--- src/design/aelc_pkg.sv ---
// Package of the equalizer / limiter chain: widths, constants, codes, helpers.
// Used by the interfaces, the divider, the top level and the checker.
package aelc_pkg;

  localparam int COEF_DEPTH_DEF  = 32;
  localparam int NUM_BIQUADS_DEF = 6;

  localparam int SIG_W     = 32;
  localparam int GAIN_W    = 25;
  localparam int CFG_W     = 24;
  localparam int CFG_IDX_W = 3;
  localparam int PCM_W     = 16;
  localparam int CIDX_W    = 5;
  localparam int MUL_A_W   = 34;
  localparam int MUL_B_W   = 33;
  localparam int PROD_W    = MUL_A_W + MUL_B_W;
  localparam int WIDE_W    = 48;

  localparam logic [GAIN_W-1:0] UNITY_GAIN    = 25'd16777216;
  localparam logic [GAIN_W-1:0] MIN_GAIN_STEP = 25'd335544;
  localparam logic [CIDX_W-1:0] DC_POLE_WORD  = 5'd30;

  // Operation codes of an input item
  typedef enum logic [1:0] {
    OP_PROCESS  = 2'd0,
    OP_COEF_WR  = 2'd1,
    OP_CLEAR    = 2'd2
  } op_e;

  // Configuration register indexes
  localparam logic [CFG_IDX_W-1:0] CFG_ENABLES   = 3'd0;
  localparam logic [CFG_IDX_W-1:0] CFG_PUNCH_MIX = 3'd1;
  localparam logic [CFG_IDX_W-1:0] CFG_THRESHOLD = 3'd2;
  localparam logic [CFG_IDX_W-1:0] CFG_MAKEUP    = 3'd3;
  localparam logic [CFG_IDX_W-1:0] CFG_ENV_COEF  = 3'd4;
  localparam logic [CFG_IDX_W-1:0] CFG_ATTACK    = 3'd5;
  localparam logic [CFG_IDX_W-1:0] CFG_RELEASE   = 3'd6;
  localparam logic [CFG_IDX_W-1:0] CFG_DET_REL   = 3'd7;

  // Stage enable bits
  localparam int EN_HP     = 0;
  localparam int EN_BASS   = 1;
  localparam int EN_TREBLE = 2;
  localparam int EN_PUNCH  = 3;
  localparam int EN_ACTIVE = 4;

  // Biquad slots
  localparam logic [2:0] BQ_HP0     = 3'd0;
  localparam logic [2:0] BQ_HP1     = 3'd1;
  localparam logic [2:0] BQ_BASS    = 3'd2;
  localparam logic [2:0] BQ_TREBLE  = 3'd3;
  localparam logic [2:0] BQ_PUNCH_I = 3'd4;
  localparam logic [2:0] BQ_PUNCH_O = 3'd5;

  // Divider status toward the sequencer
  typedef struct packed {
    logic busy;
    logic done;
  } div_status_t;

  localparam logic signed [WIDE_W-1:0] SIG_MAX = 48'sh0000_7FFF_FFFF;
  localparam logic signed [WIDE_W-1:0] SIG_MIN = -48'sh0000_8000_0000;

  // Saturate a wide value to Q4.27
  function automatic logic signed [SIG_W-1:0] sat32(input logic signed [WIDE_W-1:0] v);
    logic signed [SIG_W-1:0] r;
    if (v > SIG_MAX) r = 32'sh7FFF_FFFF;
    else if (v < SIG_MIN) r = 32'sh8000_0000;
    else r = v[SIG_W-1:0];
    return r;
  endfunction

  // Absolute value, saturated to Q4.27
  function automatic logic signed [SIG_W-1:0] abs_sat(input logic signed [SIG_W-1:0] v);
    logic signed [SIG_W-1:0] r;
    if (v == 32'sh8000_0000) r = 32'sh7FFF_FFFF;
    else if (v < 0) r = -v;
    else r = v;
    return r;
  endfunction

endpackage

--- src/design/aelc_div.sv ---
// Restoring divider for the limiter target gain: thr * 2^27 / det, one bit a cycle.
// Depends on aelc_pkg; the caller guarantees det > thr * 8, so the quotient fits 25 bits.
module aelc_div import aelc_pkg::*; (
  input  logic                clk_i,
  input  logic                rst_ni,
  input  logic                start_i,
  input  logic [CFG_W-1:0]    thr_i,
  input  logic [SIG_W-1:0]    det_i,
  output logic [GAIN_W-1:0]   quo_o,
  output div_status_t         status_o
);

  logic [SIG_W:0]     rem_q, rem_d, rem_sh;
  logic [SIG_W-1:0]   det_q;
  logic [GAIN_W-1:0]  quo_q, quo_d;
  logic [4:0]         cnt_q, cnt_d;
  logic               busy_q, busy_d;
  logic               fits;

  // One trial subtraction per cycle
  assign rem_sh = {rem_q[SIG_W-1:0], 1'b0};
  assign fits   = rem_sh >= {1'b0, det_q};

  always_comb begin
    rem_d  = rem_q;
    quo_d  = quo_q;
    cnt_d  = cnt_q;
    busy_d = busy_q;
    if (start_i) begin
      // upper dividend bits reduce to thr * 4, lower 25 bits are zero
      rem_d  = (SIG_W+1)'({thr_i, 2'b00});
      quo_d  = '0;
      cnt_d  = 5'(GAIN_W);
      busy_d = 1'b1;
    end else if (busy_q && cnt_q != 5'd0) begin
      rem_d = fits ? rem_sh - {1'b0, det_q} : rem_sh;
      quo_d = {quo_q[GAIN_W-2:0], fits};
      cnt_d = cnt_q - 5'd1;
    end else if (busy_q) begin
      busy_d = 1'b0;
    end
  end

  always_ff @(posedge clk_i or negedge rst_ni) begin
    if (!rst_ni) begin
      busy_q <= 1'b0;
      cnt_q  <= '0;
    end else begin
      busy_q <= busy_d;
      cnt_q  <= cnt_d;
    end
  end

  // Hold operands and partial results
  always_ff @(posedge clk_i) begin
    rem_q <= rem_d;
    quo_q <= quo_d;
    if (start_i) det_q <= det_i;
  end

  assign quo_o           = quo_q;
  assign status_o.busy   = busy_q;
  assign status_o.done   = busy_q && (cnt_q == 5'd0);

endmodule

--- config.mk ---
export PLATFORM = sky130hd
export DESIGN_NAME = aelc_div
export DESIGN_NICKNAME = d
export VERILOG_FILES = /design/src/design/aelc_pkg.sv /design/src/design/aelc_div.sv
export SDC_FILE = /design/constraint.sdc
export NUM_CORES = 1
export LEC_CHECK = 0
export ABC_AREA = 1
export BUFFER_PORTS_ARGS = -buffer_cell sky130_fd_sc_hd__buf_2
export CAP_MARGIN = 10
export CORE_UTILIZATION = 50
export CTS_CLUSTER_DIAMETER = 60
export DETAILED_ROUTE_END_ITERATION = 12
export GPL_TIMING_DRIVEN = 0
export PLACE_DENSITY = 0.71
export SETUP_SLACK_MARGIN = 0.1
export SYNTH_ARGS = -nofsm -noshare
export SYNTH_HDL_FRONTEND = slang
export SYNTH_SLANG_ARGS = --single-unit
--- constraint.sdc ---
create_clock -name clk_i -period 3.1 [get_ports clk_i]
set_clock_uncertainty 0.05 [all_clocks]
set_input_delay 0.31 -clock clk_i [delete_from_list [all_inputs] [get_ports clk_i]]
set_output_delay 0.31 -clock clk_i [all_outputs]
set_load 0.01 [all_outputs]
==> run_results.csv <==
group,metric,value,unit
die,dieWidth,117,um
logic_synthesis,ys_top_cells_by_area,"edfxtp_1 (26%), nand2_1 (20%), inv_1 (11%)",
finish,fin_area,7550,sq um
sta,maxSlewHeadroom,45.2,%
setup_path,cp.required,3040,ps
routing,dr.pass1.iters,6,
setup_path,r2r-end,"rem_q[21]",
logic_synthesis,ys_ff_latch,95,
die,initial_core_util,51.8,%
setup_path,path_max_fanout,33,
grt,grt_max_degree,34,
cts,htree_levels,3,
routing,wirelength,16.4,mm
setup_path,arrival,2510,ps
die,die_h,117,um
placed_design,dp_hpwl,12.8,mm
placed_design,portBuffers,85,
logic_synthesis,netlist.area_leader.share,25.5,%
sta,timing.final.crit_share,83.1,%
sta,max_freq,388,MHz
logic_synthesis,yosysTopAreaCell,"edfxtp_1",
cts,cts_made_buffers,9,
power,power.density,853,nW/um^2
grt,grt.total_usage,26.0,%
run,maxCapViolCount,0,
sta,period_needed,2580,ps
logic_synthesis,synthesis.area,6590,sq um
finish,layout.nets,1132,
cts,cts_tree,"done",
die,boundaryPins,86,
routing,drcViolationCount,0,
cts,ctsResizeCount,0,
finish,n_fill_cell,1278,
placed_design,gp_congestion,0.894,
outcome,status,"completed",
logic_synthesis,syn_inst,941,
power,leakage,4.09,nW
sta,maxSlewViolCount,0,
routing,first_iter_violations,251,
cts,clkSlewWorstSetupHoldPaths,70,ps
setup_path,rr_startpoint,"rem_q[2]",
die,die_area,13600,sq um
die,coreArea,12700,sq um
routing,wl_per_cell,13.5,um
finish,seq_area,2490,sq um
logic_synthesis,ys_warn_count,0,
cts,cts.sinks,95,
sta,setup_viol,0,
routing,via_per_inst,4.84,
finish,mostFrequentLayoutCell,"nand2_1",
cts,cts_setup_buffers,0,
min_path,min_path_cells,1,
power,max-vdd-ir-drop,435,uV
routing,final_antenna_net_count,0,
setup_path,cp-end-kind,"flop",
sta,hold-worst-slack,69.7,ps
setup_path,ff2ff_setup_slack,620,ps
placed_design,placed_area,7230,sq um
min_path,hold_path_class,"in -> reg",
grt,grt_pass1_vias,5635,
setup_path,critPathLaunchType,"primary input",
finish,final_cell_mix,"nand2_1 (354), inv_1 (191), buf_2 (91), nand3_1 (59), edfxtp_1 (56)",
grt,antenna_found_initial,0,
logic_synthesis,avgSynthCellArea,7.00,sq um
finish,areaGrowthSynthToFinish,14.6,%
sta,final_hold_viol_count,0,
cts,cts-root-buf,"clkbuf_16",
logic_synthesis,yosysSeqAreaShare,37.8,%
die,rows,41,
grt,grt_overflow_total,0,
finish,multi_input_area,3230,sq um
cts,clk_latency,360,ps
sta,rsz0062_at_grt,"false",
sta,worst_pin_slew,823,ps
min_path,min_from,"det_i[2]",
finish,final_layout_size_suffix_gt1_share,14.8,%
min_path,hold_end,"det_q[2]",
cts,hold_buffers,1,
grt,grt_first_pass_wirelength,26.7,mm
logic_synthesis,synth_cell_types,40,
logic_synthesis,syn_nets,1035,
power,report.power.total,0.00644,W
setup_path,path_class,"in -> reg",
setup_path,reg2reg_depth,14,
finish,diodes,0,
cts,cts_buffer_depth,2,
routing,num_vias,5876,
power breakdown:
part | switching [W] | leakage [nW] | total, W | internal (W)
logic | 0.00221 | 3.03 | 0.00348 | 0.00127
clock network | 0.000535 | 0.156 | 0.00117 | 0.000636
registers | 0.000147 | 0.906 | 0.00179 | 0.00164
total | 0.00289 | 4.09 | 0.00644 | 0.00355
critical path: stages:
cell      delay, ps
buf_2           630
clkbuf_1        550
nor2_1          140
clkinv_1        190
buf_2           670
final cells by class:
type	count	share of cell area [%]
buffer	19	1.49
clock buffer	11	3.50
clock inverter	5	0.646
inverter	200	9.94
multi-input combinational	627	42.8
sequential	95	33.0
tap	172	2.85
timing repair buffer	86	5.77
state kept, by name, summed over array words and instances, names as in the netlist:
register  flops
cnt_q         5
det_q        32
quo_o        25
rem_q        32
busy_q        1
synth_stat cells, drive strengths merged:
master and instances:
a21o 1, a21oi 18, and2 9, buf 11
clkbuf 8, clkinv 2, dfrtp 6, dfxtp 33
edfxtp 56, fa 1, ha 34, inv 198
nand2 368, nand3 61, nand3b 25, nand4 9
nor2 48, nor3 3, o21ai 6, o21bai 1
o22ai 25, o31ai 1, or2 2, xnor2 14
xor2 1
worst max-delay path by stage:
stage,startpoint,end,slack (ps),cells after the start
2_1_floorplan,cnt_q[0],rem_q[10],740,8
3_3_place_gp,start_i,rem_q[20],-670,5
3_5_place_dp,start_i,rem_q[20],100,5
4_1_cts,start_i,rem_q[19],470,5
5_1_grt,start_i,rem_q[19],290,5
6_report,start_i,rem_q[19],520,5
logic make-up after synthesis:
logic type	share of synthesized area, %
xor+xnor	2.00
fa+ha+maj	6.76
buf+inv	13.1
compound gates	4.77
simple gates	35.5
flops	37.8
stage by stage:
stage / cells / setup WS, ps / util [%] / TNS (ps)
after floorplan: 941 / 738 / - / 0
after global placement: 1198 / -673 / 56.8 / -21140
after detailed placement: 1198 / 95.8 / 56.8 / 0
after CTS: 1215 / 475 / 59.3 / 0
after global routing: 1215 / 293 / 59.3 / 0
final: 1215 / 525 / 59.3 / 0
layer usage:
metal | vias up | part of all wire, % | track usage, %
met5 | - | 0 | 0
met4 | 0 | 1.5 | 7.76
met3 | 15 | 4.7 | 6.18
met2 | 126 | 46 | 43.7
met1 | 2637 | 48 | 33.1
li1 | 3098 | - | -
Note: power is estimated with default switching activity, not from simulation.
